<file path="config.mk">
export PLATFORM = sky130hd
export DESIGN_NAME = velocity_heat_color
export DESIGN_NICKNAME = d
export VERILOG_FILES = /design/src/hw/rtl/vhc_pkg.sv /design/src/hw/rtl/velocity_heat_color.sv /design/src/hw/rtl/vhc_isqrt.sv /design/src/hw/rtl/vhc_frac_div.sv
export SDC_FILE = /design/constraint.sdc
export NUM_CORES = 2
export LEC_CHECK = 0
export BUFFER_PORTS_ARGS = -buffer_cell sky130_fd_sc_hd__buf_2
export CAP_MARGIN = 25
export CELL_PAD_IN_SITES_DETAIL_PLACEMENT = 0
export CELL_PAD_IN_SITES_GLOBAL_PLACEMENT = 2
export CORE_AREA = 2 2 472 474
export CTS_CLUSTER_DIAMETER = 30
export DETAILED_ROUTE_END_ITERATION = 8
export DIE_AREA = 0 0 474 476
export PLACE_DENSITY_LB_ADDON = 0.1
export RECOVER_POWER = 100
export SLEW_MARGIN = 15
export SYNTH_ARGS = -nofsm -noshare
export SYNTH_HDL_FRONTEND = slang
export SYNTH_HIERARCHICAL = 1
export SYNTH_SLANG_ARGS = --single-unit
export TNS_END_PERCENT = 50
</file>
<file path="constraint.sdc">
create_clock -name clock -period 45.9 [get_ports clock]
set_clock_uncertainty 0.1 [all_clocks]
set_input_delay 9.18 -clock clock [delete_from_list [all_inputs] [get_ports clock]]
set_output_delay 9.18 -clock clock [all_outputs]
set_load 0.05 [all_outputs]
</file>
<file path="src/hw/rtl/vhc_pkg.sv">
// shared types and constants for the velocity heat color pipeline
// no dependencies; imported by every module of the block
`timescale 1ns / 1ps

package vhc_pkg;

   // normalized speed t is Q1.12, t = 1.0 is T_ONE
   localparam int T_FRAC_BITS = 12;
   localparam int T_BITS      = T_FRAC_BITS + 1;
   // one hue sector spans 2^SECT_BITS steps of t
   localparam int SECT_BITS   = 10;
   localparam int SECT_SEL_BITS = T_BITS - SECT_BITS;

   // hue sectors, counted from red toward blue
   localparam logic [SECT_SEL_BITS-1:0] SECT_RED_RISE_GREEN  = 3'd0;
   localparam logic [SECT_SEL_BITS-1:0] SECT_FALL_RED        = 3'd1;
   localparam logic [SECT_SEL_BITS-1:0] SECT_RISE_BLUE       = 3'd2;
   localparam logic [SECT_SEL_BITS-1:0] SECT_FALL_GREEN      = 3'd3;
   localparam logic [SECT_SEL_BITS-1:0] SECT_BLUE_RISE_RED   = 3'd4;

   // configuration register indexes
   localparam int CSR_IDX_BITS = 2;
   localparam logic [CSR_IDX_BITS-1:0] CSR_MIN_SPEED = 2'd0;
   localparam logic [CSR_IDX_BITS-1:0] CSR_MAX_SPEED = 2'd1;

   // speed clamping flags carried beside the fraction divider
   typedef struct packed {
      logic lo;   // speed at or below min_speed
      logic hi;   // speed at or above max_speed, and above min_speed
   } sat_type;

endpackage

</file>
<file path="src/hw/rtl/velocity_heat_color.sv">
// velocity heat color: velocity vector to thermal rgb color
// depends on vhc_pkg, vhc_isqrt, vhc_frac_div
//
// req_ channel carries one signed Q8.8 velocity vector per transfer;
// rsp_ channel returns one rgb color per vector, in order.
// csr_ channel writes min_speed (index 0) and max_speed (index 1);
// csr_ready is always high, other indexes are dropped. write only while idle.
// speed = floor sqrt of x^2+y^2+z^2, normalized between min and max to a
// Q1.12 fraction t, hue 240*(1-t) degrees, full saturation and value.
// throughput: one vector per cycle, sustained while rsp_tready stays high.
// pipeline from req transfer to rsp_tvalid: 3 magnitude/square/sum stages,
// VEL_BITS+1 square root stages, one clamp stage, 12 divider stages,
// one color stage, output register.
// reset: synchronous, clears the pipeline valid bits and loads
// min_speed 0 and max_speed 2560 (10.0).
// a stall on rsp_tready holds the whole pipeline once the skid register fills;
// the skid register catches the item in flight, so req_tready stays registered
// and nothing is lost or repeated.
`timescale 1ns / 1ps

module velocity_heat_color
   import vhc_pkg::*;
#(
   parameter int VEL_BITS     = 16,
   parameter int CHANNEL_BITS = 8,
   localparam int IN_DATA_BITS  = ((3 * VEL_BITS + 7) / 8) * 8,
   localparam int OUT_DATA_BITS = ((3 * CHANNEL_BITS + 7) / 8) * 8
) (
   input  logic                     clock,
   input  logic                     reset,
   input  logic                     req_tvalid,
   output logic                     req_tready,
   input  logic [IN_DATA_BITS-1:0]  req_tdata,   // vel_x, vel_y, vel_z
   output logic                     rsp_tvalid,
   input  logic                     rsp_tready,
   output logic [OUT_DATA_BITS-1:0] rsp_tdata,   // red, green, blue
   input  logic                     csr_valid,
   output logic                     csr_ready,
   input  logic [CSR_IDX_BITS-1:0]  csr_index,
   input  logic [VEL_BITS-1:0]      csr_data
);

   localparam int SQ_BITS   = 2 * VEL_BITS;
   localparam int SUM_BITS  = 2 * VEL_BITS + 2;
   localparam int ROOT_BITS = VEL_BITS + 1;
   localparam int PROD_BITS = CHANNEL_BITS + SECT_BITS + 1;
   localparam logic [CHANNEL_BITS-1:0] CMAX = '1;
   localparam logic [T_BITS-1:0] T_ONE = T_BITS'(1) << T_FRAC_BITS;

   logic en;

   logic [VEL_BITS-1:0] min_speed_ff;
   logic [VEL_BITS-1:0] max_speed_ff;

   assign csr_ready = 1'b1;

   always_ff @(posedge clock) begin
      if (reset) begin
         min_speed_ff <= '0;
         max_speed_ff <= VEL_BITS'(2560);
      end else if (csr_valid) begin
         case (csr_index)
            CSR_MIN_SPEED: min_speed_ff <= csr_data;
            CSR_MAX_SPEED: max_speed_ff <= csr_data;
            default: ;
         endcase
      end
   end

   // magnitudes, squares and their sum
   logic signed [VEL_BITS-1:0] vel [3];
   logic [VEL_BITS-1:0] mag_in [3];
   logic [VEL_BITS-1:0] mag_ff [3];
   logic [SQ_BITS-1:0]  sq_ff  [3];
   logic [SUM_BITS-1:0] sum_ff;
   logic                mag_vld_ff;
   logic                sq_vld_ff;
   logic                sum_vld_ff;

   always_comb begin
      for (int i = 0; i < 3; i++) begin
         vel[i]    = req_tdata[i*VEL_BITS +: VEL_BITS];
         mag_in[i] = vel[i][VEL_BITS-1] ? VEL_BITS'(-vel[i]) : VEL_BITS'(vel[i]);
      end
   end

   always_ff @(posedge clock) begin
      if (reset) begin
         mag_vld_ff <= 1'b0;
         sq_vld_ff  <= 1'b0;
         sum_vld_ff <= 1'b0;
      end else if (en) begin
         mag_vld_ff <= req_tvalid;
         sq_vld_ff  <= mag_vld_ff;
         sum_vld_ff <= sq_vld_ff;
      end
   end

   always_ff @(posedge clock) begin
      if (en) begin
         for (int i = 0; i < 3; i++) begin
            mag_ff[i] <= mag_in[i];
            sq_ff[i]  <= mag_ff[i] * mag_ff[i];
         end
         sum_ff <= SUM_BITS'(sq_ff[0]) + SUM_BITS'(sq_ff[1]) + SUM_BITS'(sq_ff[2]);
      end
   end

   // square root
   logic                 root_vld;
   logic [ROOT_BITS-1:0] root;

   vhc_isqrt #(
      .IN_BITS   (SUM_BITS),
      .ROOT_BITS (ROOT_BITS)
   ) u_isqrt (
      .clock    (clock),
      .reset    (reset),
      .en       (en),
      .in_vld   (sum_vld_ff),
      .in_val   (sum_ff),
      .out_vld  (root_vld),
      .out_root (root)
   );

   // clamp against the speed window
   logic                clamp_vld_ff;
   sat_type             sat_in;
   sat_type             sat_ff;
   logic [VEL_BITS-1:0] num_ff;
   logic [VEL_BITS-1:0] den_ff;

   always_comb begin
      sat_in.lo = root <= {1'b0, min_speed_ff};
      sat_in.hi = !sat_in.lo && (root >= {1'b0, max_speed_ff});
   end

   always_ff @(posedge clock) begin
      if (reset) begin
         clamp_vld_ff <= 1'b0;
      end else if (en) begin
         clamp_vld_ff <= root_vld;
      end
   end

   always_ff @(posedge clock) begin
      if (en) begin
         sat_ff <= sat_in;
         num_ff <= VEL_BITS'(root - {1'b0, min_speed_ff});
         den_ff <= max_speed_ff - min_speed_ff;
      end
   end

   // fraction of the window
   logic                   div_vld;
   logic [T_FRAC_BITS-1:0] quo;
   sat_type                div_sat;

   vhc_frac_div #(
      .DEN_BITS (VEL_BITS),
      .Q_BITS   (T_FRAC_BITS)
   ) u_frac_div (
      .clock   (clock),
      .reset   (reset),
      .en      (en),
      .in_vld  (clamp_vld_ff),
      .in_num  (num_ff),
      .in_den  (den_ff),
      .in_sat  (sat_ff),
      .out_vld (div_vld),
      .out_quo (quo),
      .out_sat (div_sat)
   );

   // hue sector to rgb
   logic [T_BITS-1:0]        t;
   logic [T_BITS-1:0]        u;
   logic [SECT_SEL_BITS-1:0] sector;
   logic [SECT_BITS-1:0]     f;
   logic [SECT_BITS:0]       f_inv;
   logic [PROD_BITS-1:0]     rise_prod;
   logic [PROD_BITS-1:0]     fall_prod;
   logic [CHANNEL_BITS-1:0]  rise;
   logic [CHANNEL_BITS-1:0]  fall;
   logic [CHANNEL_BITS-1:0]  red_in;
   logic [CHANNEL_BITS-1:0]  green_in;
   logic [CHANNEL_BITS-1:0]  blue_in;

   always_comb begin
      if (div_sat.lo) begin
         t = '0;
      end else if (div_sat.hi) begin
         t = T_ONE;
      end else begin
         t = {1'b0, quo};
      end
      u      = T_ONE - t;
      sector = u[T_BITS-1:SECT_BITS];
      f      = u[SECT_BITS-1:0];
      f_inv  = (SECT_BITS+1)'(1 << SECT_BITS) - {1'b0, f};
      rise_prod = PROD_BITS'(CMAX) * PROD_BITS'(f)
                + PROD_BITS'(1 << (SECT_BITS - 1));
      fall_prod = PROD_BITS'(CMAX) * PROD_BITS'(f_inv)
                + PROD_BITS'(1 << (SECT_BITS - 1));
      rise = rise_prod[SECT_BITS +: CHANNEL_BITS];
      fall = fall_prod[SECT_BITS +: CHANNEL_BITS];
      case (sector)
         SECT_RED_RISE_GREEN: begin
            red_in = CMAX; green_in = rise; blue_in = '0;
         end
         SECT_FALL_RED: begin
            red_in = fall; green_in = CMAX; blue_in = '0;
         end
         SECT_RISE_BLUE: begin
            red_in = '0; green_in = CMAX; blue_in = rise;
         end
         SECT_FALL_GREEN: begin
            red_in = '0; green_in = fall; blue_in = CMAX;
         end
         SECT_BLUE_RISE_RED: begin
            red_in = rise; green_in = '0; blue_in = CMAX;
         end
         default: begin
            red_in = CMAX; green_in = '0; blue_in = fall;
         end
      endcase
   end

   logic                    col_vld_ff;
   logic [3*CHANNEL_BITS-1:0] col_ff;

   always_ff @(posedge clock) begin
      if (reset) begin
         col_vld_ff <= 1'b0;
      end else if (en) begin
         col_vld_ff <= div_vld;
      end
   end

   always_ff @(posedge clock) begin
      if (en) begin
         col_ff <= {blue_in, green_in, red_in};
      end
   end

   // output register and skid
   logic                      out_vld_ff;
   logic [3*CHANNEL_BITS-1:0] out_ff;
   logic                      skid_vld_ff;
   logic [3*CHANNEL_BITS-1:0] skid_ff;
   logic                      out_free;

   assign en         = !skid_vld_ff;
   assign req_tready = !skid_vld_ff;
   assign out_free   = !out_vld_ff || rsp_tready;

   always_ff @(posedge clock) begin
      if (reset) begin
         out_vld_ff  <= 1'b0;
         skid_vld_ff <= 1'b0;
      end else if (out_free) begin
         if (skid_vld_ff) begin
            out_vld_ff  <= 1'b1;
            skid_vld_ff <= 1'b0;
         end else begin
            out_vld_ff <= col_vld_ff;
         end
      end else if (en && col_vld_ff) begin
         skid_vld_ff <= 1'b1;
      end
   end

   always_ff @(posedge clock) begin
      if (out_free) begin
         out_ff <= skid_vld_ff ? skid_ff : col_ff;
      end else if (en) begin
         skid_ff <= col_ff;
      end
   end

   assign rsp_tvalid = out_vld_ff;
   assign rsp_tdata  = OUT_DATA_BITS'(out_ff);

   a_skid_needs_out : assert property (@(posedge clock) disable iff (reset)
      skid_vld_ff |-> out_vld_ff)
      else $error("skid holds an item while the output register is empty");

   a_skid_drains : assert property (@(posedge clock) disable iff (reset)
      (skid_vld_ff && rsp_tready) |=> !skid_vld_ff)
      else $error("skid did not drain after an output transfer");

   a_full_channel : assert property (@(posedge clock) disable iff (reset)
      rsp_tvalid |-> (out_ff[0 +: CHANNEL_BITS] == CMAX
                      || out_ff[CHANNEL_BITS +: CHANNEL_BITS] == CMAX
                      || out_ff[2*CHANNEL_BITS +: CHANNEL_BITS] == CMAX))
      else $error("color has no channel at full level");

   a_sat_exclusive : assert property (@(posedge clock) disable iff (reset)
      col_vld_ff |-> !($past(div_sat.lo) && $past(div_sat.hi)))
      else $error("speed clamped both low and high");

endmodule

</file>
<file path="src/hw/rtl/vhc_isqrt.sv">
// pipelined integer square root, one root bit per register stage
// depends on vhc_pkg
`timescale 1ns / 1ps

module vhc_isqrt
   import vhc_pkg::*;
#(
   parameter int IN_BITS   = 34,
   parameter int ROOT_BITS = (IN_BITS + 1) / 2
) (
   input  logic                 clock,
   input  logic                 reset,
   input  logic                 en,
   input  logic                 in_vld,
   input  logic [IN_BITS-1:0]   in_val,
   output logic                 out_vld,
   output logic [ROOT_BITS-1:0] out_root
);

   logic                 vld_ff  [ROOT_BITS];
   logic [IN_BITS-1:0]   rem_ff  [ROOT_BITS];
   logic [ROOT_BITS-1:0] root_ff [ROOT_BITS];

   for (genvar k = 0; k < ROOT_BITS; k++) begin : g_stage
      localparam int I = ROOT_BITS - 1 - k;
      logic                 vld_prev;
      logic [IN_BITS-1:0]   rem_prev;
      logic [ROOT_BITS-1:0] root_prev;
      logic [IN_BITS-1:0]   trial;
      logic [IN_BITS-1:0]   rem_in;
      logic [ROOT_BITS-1:0] root_in;

      if (k == 0) begin : g_first
         assign vld_prev  = in_vld;
         assign rem_prev  = in_val;
         assign root_prev = '0;
      end else begin : g_next
         assign vld_prev  = vld_ff[k-1];
         assign rem_prev  = rem_ff[k-1];
         assign root_prev = root_ff[k-1];
      end

      // (root + 2^i)^2 - root^2 = root * 2^(i+1) + 2^(2i)
      always_comb begin
         trial = (IN_BITS'(root_prev) << (I + 1)) | (IN_BITS'(1) << (2 * I));
         if (rem_prev >= trial) begin
            rem_in  = rem_prev - trial;
            root_in = root_prev | (ROOT_BITS'(1) << I);
         end else begin
            rem_in  = rem_prev;
            root_in = root_prev;
         end
      end

      always_ff @(posedge clock) begin
         if (reset) begin
            vld_ff[k] <= 1'b0;
         end else if (en) begin
            vld_ff[k] <= vld_prev;
         end
      end

      always_ff @(posedge clock) begin
         if (en) begin
            rem_ff[k]  <= rem_in;
            root_ff[k] <= root_in;
         end
      end
   end

   assign out_vld  = vld_ff[ROOT_BITS-1];
   assign out_root = root_ff[ROOT_BITS-1];

endmodule

</file>
<file path="src/hw/rtl/vhc_frac_div.sv">
// pipelined restoring divider for num / den with num below den,
// one quotient bit per register stage; depends on vhc_pkg
`timescale 1ns / 1ps

module vhc_frac_div
   import vhc_pkg::*;
#(
   parameter int DEN_BITS = 16,
   parameter int Q_BITS   = 12
) (
   input  logic                clock,
   input  logic                reset,
   input  logic                en,
   input  logic                in_vld,
   input  logic [DEN_BITS-1:0] in_num,
   input  logic [DEN_BITS-1:0] in_den,
   input  sat_type             in_sat,
   output logic                out_vld,
   output logic [Q_BITS-1:0]   out_quo,
   output sat_type             out_sat
);

   logic                vld_ff [Q_BITS];
   logic [DEN_BITS-1:0] rem_ff [Q_BITS];
   logic [DEN_BITS-1:0] den_ff [Q_BITS];
   logic [Q_BITS-1:0]   quo_ff [Q_BITS];
   sat_type             sat_ff [Q_BITS];

   for (genvar k = 0; k < Q_BITS; k++) begin : g_stage
      logic                vld_prev;
      logic [DEN_BITS-1:0] rem_prev;
      logic [DEN_BITS-1:0] den_prev;
      logic [Q_BITS-1:0]   quo_prev;
      sat_type             sat_prev;
      logic [DEN_BITS:0]   shifted;
      logic [DEN_BITS-1:0] rem_in;
      logic [Q_BITS-1:0]   quo_in;

      if (k == 0) begin : g_first
         assign vld_prev = in_vld;
         assign rem_prev = in_num;
         assign den_prev = in_den;
         assign quo_prev = '0;
         assign sat_prev = in_sat;
      end else begin : g_next
         assign vld_prev = vld_ff[k-1];
         assign rem_prev = rem_ff[k-1];
         assign den_prev = den_ff[k-1];
         assign quo_prev = quo_ff[k-1];
         assign sat_prev = sat_ff[k-1];
      end

      always_comb begin
         shifted = {rem_prev, 1'b0};
         if (shifted >= {1'b0, den_prev}) begin
            rem_in = DEN_BITS'(shifted - {1'b0, den_prev});
            quo_in = {quo_prev[Q_BITS-2:0], 1'b1};
         end else begin
            rem_in = shifted[DEN_BITS-1:0];
            quo_in = {quo_prev[Q_BITS-2:0], 1'b0};
         end
      end

      always_ff @(posedge clock) begin
         if (reset) begin
            vld_ff[k] <= 1'b0;
         end else if (en) begin
            vld_ff[k] <= vld_prev;
         end
      end

      always_ff @(posedge clock) begin
         if (en) begin
            rem_ff[k] <= rem_in;
            den_ff[k] <= den_prev;
            quo_ff[k] <= quo_in;
            sat_ff[k] <= sat_prev;
         end
      end
   end

   assign out_vld = vld_ff[Q_BITS-1];
   assign out_quo = quo_ff[Q_BITS-1];
   assign out_sat = sat_ff[Q_BITS-1];

endmodule

</file>
### Word level (Yosys, flattened, before mapping)

Memories as Yosys holds them, arrays and structs flattened. A register that Yosys moved wholly into a read port is not among the register bits.
Index checks and enable logic that the tools add are counted.

| storage, ports and cells | value |
|---|---|
| memories kept | 10 |
| input bits | 71 |
| register bits after elaboration | 177 |
| logic and storage cells | 254 |
| memory bits (writable) | 1592 |

| cells by class | value |
|---|---|
| $mul | 5 |
| equality and inequality tests | 5 |
| multiplexer cells | 102 |
| order comparisons | 31 |
| bitwise operators | 29 |
| add/subtract/negate cells | 40 |
| reductions and logical operators | 17 |

Memories:

| name | depth | bits a word | rd ports | clocked after Yosys merged registers in | wr ports | RTL line | source |
|---|---|---|---|---|---|---|---|
| u_isqrt.rem_ff | 17 | 34 | 16 | 0 | 17 | vhc_isqrt.sv:21 | `logic [IN_BITS-1:0] rem_ff [ROOT_BITS];` |
| u_isqrt.root_ff | 17 | 17 | 17 | 0 | 17 | vhc_isqrt.sv:22 | `logic [ROOT_BITS-1:0] root_ff [ROOT_BITS];` |
| u_frac_div.den_ff | 12 | 16 | 11 | 0 | 12 | vhc_frac_div.sv:25 | `logic [DEN_BITS-1:0] den_ff [Q_BITS];` |
| u_frac_div.rem_ff | 12 | 16 | 11 | 0 | 12 | vhc_frac_div.sv:24 | `logic [DEN_BITS-1:0] rem_ff [Q_BITS];` |
| u_frac_div.quo_ff | 12 | 12 | 12 | 0 | 12 | vhc_frac_div.sv:26 | `logic [Q_BITS-1:0] quo_ff [Q_BITS];` |
| sq_ff | 3 | 32 | 3 | 0 | 3 | velocity_heat_color.sv:74 | `logic [SQ_BITS-1:0] sq_ff [3];` |
| +4 memories | - | - | - | - | - | - |  |

Operators by type and width:

| kind | count |
|---|---|
| 2-to-1 mux 34 bit | 17 |
| 2-to-1 mux 16 bit | 16 |
| subtractor 16 bit | 14 |
| greater-or-equal comparator 17 x 16 -> 1 bit | 13 |
| multiplier 16 x 16 -> 32 bit | 3 |
| case mux 8 bit (3 select lines) | 3 |
| 2-to-1 mux 1 bit | 48 |
| negation 16 bit | 3 |
| 2-to-1 mux 13 bit | 3 |
| adder 18 x 10 -> 18 bit (second input constant) | 2 |
| adder 33 x 32 -> 34 bit | 1 |
| greater-or-equal comparator 34 x 18 -> 1 bit | 1 |
| greater-or-equal comparator 34 x 19 -> 1 bit | 1 |
| greater-or-equal comparator 34 x 20 -> 1 bit | 1 |
| greater-or-equal comparator 34 x 21 -> 1 bit | 1 |
| greater-or-equal comparator 34 x 22 -> 1 bit | 1 |
| greater-or-equal comparator 34 x 23 -> 1 bit | 1 |
| greater-or-equal comparator 34 x 24 -> 1 bit | 1 |
| greater-or-equal comparator 34 x 25 -> 1 bit | 1 |
| greater-or-equal comparator 34 x 26 -> 1 bit | 1 |
| greater-or-equal comparator 34 x 27 -> 1 bit | 1 |
| greater-or-equal comparator 34 x 28 -> 1 bit | 1 |
| greater-or-equal comparator 34 x 29 -> 1 bit | 1 |
| greater-or-equal comparator 34 x 30 -> 1 bit | 1 |
| 54 further kinds | 93 |

### Longest topological paths before layout

An unclocked memory read counts as a cell.

| depth | value |
|---|---|
| depth in word-level cells | 8 |
| gate-level depth with buffers | 31 |
| gate-level depth less buffers | 30 |

### Modules after synthesis

Netlist, hierarchy kept.

Modules (own cells, without submodules):

| module | instances | cells each | area an instance (µm²) |
|---|---|---|---|
| velocity_heat_color | 1 | 3929 | 40314.9 |
| vhc_isqrt | 1 | 2527 | 33238.1 |
| vhc_frac_div | 1 | 2032 | 25109.1 |

### Worst setup path before layout

Ideal clock, no wire load.

| timing path | value |
|---|---|
| path kind | reg-to-output |
| start point | register skid_vld_ff |
| end point | output req_tready |
| stages on the path, launching flop included | 3 |
| slack | 9.150 ns |
| data required time | 36.620 ns |
| data arrival time | 27.470 ns |
| path through | dfxtp_1 buf_1 inv_1 |

| on the way | value |
|---|---|
| word-level cells in the longest chain between the ends | 1 |

RTL lines:

| what | RTL line | source |
|---|---|---|
| start: declaration | velocity_heat_color.sv:249 | `logic skid_vld_ff;` |
| start signal: assignment | velocity_heat_color.sv:260 | `skid_vld_ff <= 1'b0;` |
| start signal: assignment | velocity_heat_color.sv:264 | `skid_vld_ff <= 1'b0;` |
| start signal: assignment | velocity_heat_color.sv:269 | `skid_vld_ff <= 1'b1;` |
| zero test 1 bit | velocity_heat_color.sv:254 | `assign req_tready = !skid_vld_ff;` |
| end: declaration | velocity_heat_color.sv:32 | `output logic req_tready,` |

No other way between the ends.

### Final worst setup path

Ends and elaborated chain as after synthesis.

==> implementation parameters <==
Parameter                              Value

Detailed routing
  Detailed Route Iter0 Violations ... 3701
  DRC violation count after routing ... 0
  Detailed-route wire length ... 222 mm
  Pre-Repair DR Iteration Count ... 6
  Detail-routed via count per cell ... 5.18
  Detail Route Antenna Nets ... 0
  Drt wl/cell ... 18.4 microns
  Via Count ... 62600

Die
  Starting density of the core ... 0.446
  Die Area ... 226000 sq um
  Die height ... 476 microns
  Horizontal extent of the die ... 474 microns
  Row count ... 173
  Standard cell core area ... 221000 sq um
  # IOs ... 98

Logic synthesis
  Most common library cells after synthesis ... 1461 x edfxtp_1, 1243 x inv_1, 822 x ha_1, 603 x fa_1, 580 x nand2_1
  Number of synthesized flops with an enable pin ... 1461
  Post-synthesis sequential area ratio ... 0.453
  Number of warnings reported in the yosys synthesis log ... 6
  Number of synthesized register bits ... 1500
  Total standard cell area after synthesis ... 98700 sq um
  Share of the synthesized area in the top cell type ... 0.445
  Post-synth top area cell ... edfxtp_1
  Number of distinct standard cells referenced by the synthesized netlist ... 114
  Proportion of synthesized flip-flops having asynchronous set or reset ... 0
  Cell types with the largest area share after synthesis ... edfxtp_1 44%, fa_1 12%, ha_1 10%, inv_1 4.7%, xnor2_1 3.2%
  Synthesized area per cell ... 11.6 sq um
  Cell with the most instances after synthesis ... edfxtp_1
  Commonest register cell after synthesis ... edfxtp_1
  Synthesized netlist cell count ... 8488

STA
  Max Clk Rate ... 0.0633 GHz
  Final period demand of the worst path ... 15.80 ns
  Final sum of negative setup slack ... 0 ns
  Final slew viol count ... 1509
  Final WS setup ... 30.10 ns
  Crit share post-route ... 0.344
  Transition time at the pin with the least slew margin ... 9.74 ns
  Slew HR ... -5.49
  Count of final setup violators ... 0
  RSZ-0062 raised after global routing ... no
  Final number of hold-violating endpoints ... 0

Setup path
  Data required time at the worst endpoint ... 36.62 ns
  Worst stage delay on the critical path ... 2.99 ns
  WP buf/inv ... 3
  Critical-path cell list ... clkbuf_1 -> clkinvlp_2 -> clkbuf_1
  Crit Path Category ... reg -> out
  CP max FO ... 40
  Sort of element at the end of the critical path ... output pin
  CP most frequent cell ... clkbuf_1
  Worst setup SP type ... register
  Critical path's slowest cell ... clkinvlp_2
  Worst EP arrival ... 6.52 ns
  Largest delay contributor family on the critical path ... buffers and inverters

GRT
  Global routing usage summed across all routing layers ... 0.199
  Maximum number of pins on one net before global-route repair ... 193
  Antenna violations before repair ... 21
  Vias in the first global route ... 64200
  GRT Residual Overflow ... 0
  First-pass GRT wire length ... 354 mm

Layout
  Filler-free cell count of the finished design ... 12100
  Fraction of final layout cells sized beyond drive strength 1 ... 0.0861
  Number of fill cells in the layout ... 19500
  Register area ... 44700 sq um
  Post-layout utilization of the core ... 0.514
  P&R area growth vs syn ... 15.2%
  Area occupied by multi-input gates ... 48600 sq um
  Number of nets in the final layout ... 10300

Clock tree
  Clock-pin slew on the worst setup and hold paths ... 0.05 ns
  Number of setup buffers added after CTS ... 0
  Clock tree root buffer cell ... clkbuf_16
  Clock latency at the later pin of the worst-skew pair ... 0.93 ns
  # hold bufs at CTS ... 0
  Clock buffers created by TritonCTS ... 344
  Number of gates resized after cts ... 0
  H-tree level count ... 5
  Maximum clock path buffer count ... 4
  CTS tree ... built
  CTS sink cnt ... 1500

Place
  Port Buffer Count ... 96
  Setup slack after placement ... 34.87 ns
  Half-perimeter wire length of the detailed placement result ... 169 mm
  Dpl cells ... 11500
  Placer Congestion ... 0.840

Status
  Violations in the final reports ... capacitance limit, slew limit
  Status ... finished, violations left

Job
  Maximum Capacitance Violations ... 23

Worst hold path
  Worst hold-check path type ... reg -> reg
final timing paths:
check                           startpoint                       end  slack, ns  cells after the start
hold / removal    u_frac_div/quo_ff[1][30]  u_frac_div/quo_ff[1][43]       0.29                      0
setup reg to reg               skid_vld_ff             mag_ff[0][24]      30.31                      5
setup / recovery               skid_vld_ff                req_tready      30.10                      3
hold reg to reg   u_frac_div/quo_ff[1][30]  u_frac_div/quo_ff[1][43]       0.29                      0
flip-flops by register name, indices dropped and copies added, names as in the netlist, 34 cells and up:
| signal | count |
|---|---|
| u_frac_div/quo_ff | 78 |
| u_frac_div/rem_ff | 176 |
| u_frac_div/den_ff | 176 |
| mag_ff | 48 |
| u_isqrt/root_ff | 153 |
| sum_ff | 34 |
| sq_ff | 93 |
| u_isqrt/rem_ff | 544 |
worst register-to-register path, delay by kind of cell, from the launching register on:
| family | cells | cell delay (ns) |
|---|---|---|
| buffers and inverters | 5 | 14.60 |
| DFF | 1 | 0.29 |
area by class of cell:
| type | instances | area share |
|---|---|---|
| multi-input combinational | 5608 | 0.427 |
| sequential | 1500 | 0.393 |
| clock buffer | 390 | 0.0784 |
| inverter | 1248 | 0.0413 |
| tap | 2975 | 0.0327 |
| clock inverter | 224 | 0.0216 |
| timing repair buffer | 146 | 0.00584 |
| antenna | 4 | 0.0000880 |
placed cells by master (no fill, tap or decap), types with 91 or more instances in the layout:
master     synthesis  routed
clkbuf_16          0     350
xor2_1           227     227
mux2_2           155     114
edfxtp_1        1461    1461
fa_1             603     603
a21o_1           152     152
nor2_1           377     378
and2_1           228     191
xnor2_1          356     357
a21oi_1          408     410
o21ai_0          344     352
ha_1             822     822
nor3_1           147     149
clkbuf_1         107     112
nand2_1          580     580
nor2b_1           91      91
nand2b_1         105     105
inv_1           1243    1245
cells by family (layout without fill, tap and decap cells):
kind of cell	Yosys count	after routing	share of synthesized area
XOR/XNOR	586	586	0.0526
flip-flops	1500	1500	0.453
other	2	8	0.0000761
AND/OR/NAND/NOR	1987	1987	0.102
AO/OA/AOI/OAI	1428	1428	0.0926
buffers and inverters	1382	2008	0.0533
multiplexers	178	178	0.0200
adder cells (fa/ha/maj)	1425	1425	0.227
through the flow:
stage                     cell area [sq um]  hold slack, ns
after floorplan                       98700           0.300
after global placement               103000           0.301
after detailed placement             103000           0.305
after CTS                            114000           0.278
after global routing                 114000           0.282
final                                114000           0.286
layer usage:
| metal | vias up | track usage | routed length (microns) | share of wire |
|---|---|---|---|---|
| met5 | - | 0 | 10 | 0.000045 |
| met4 | 2 | 0.0553 | 4970 | 0.022 |
| met3 | 355 | 0.0303 | 8620 | 0.039 |
| met2 | 1099 | 0.328 | 106000 | 0.48 |
| met1 | 30700 | 0.274 | 103000 | 0.46 |
| li1 | 30500 | - | - | - |
Power is not shown: default switching activity piles up to over one toggle a cycle in this logic, so the estimate is an artifact.
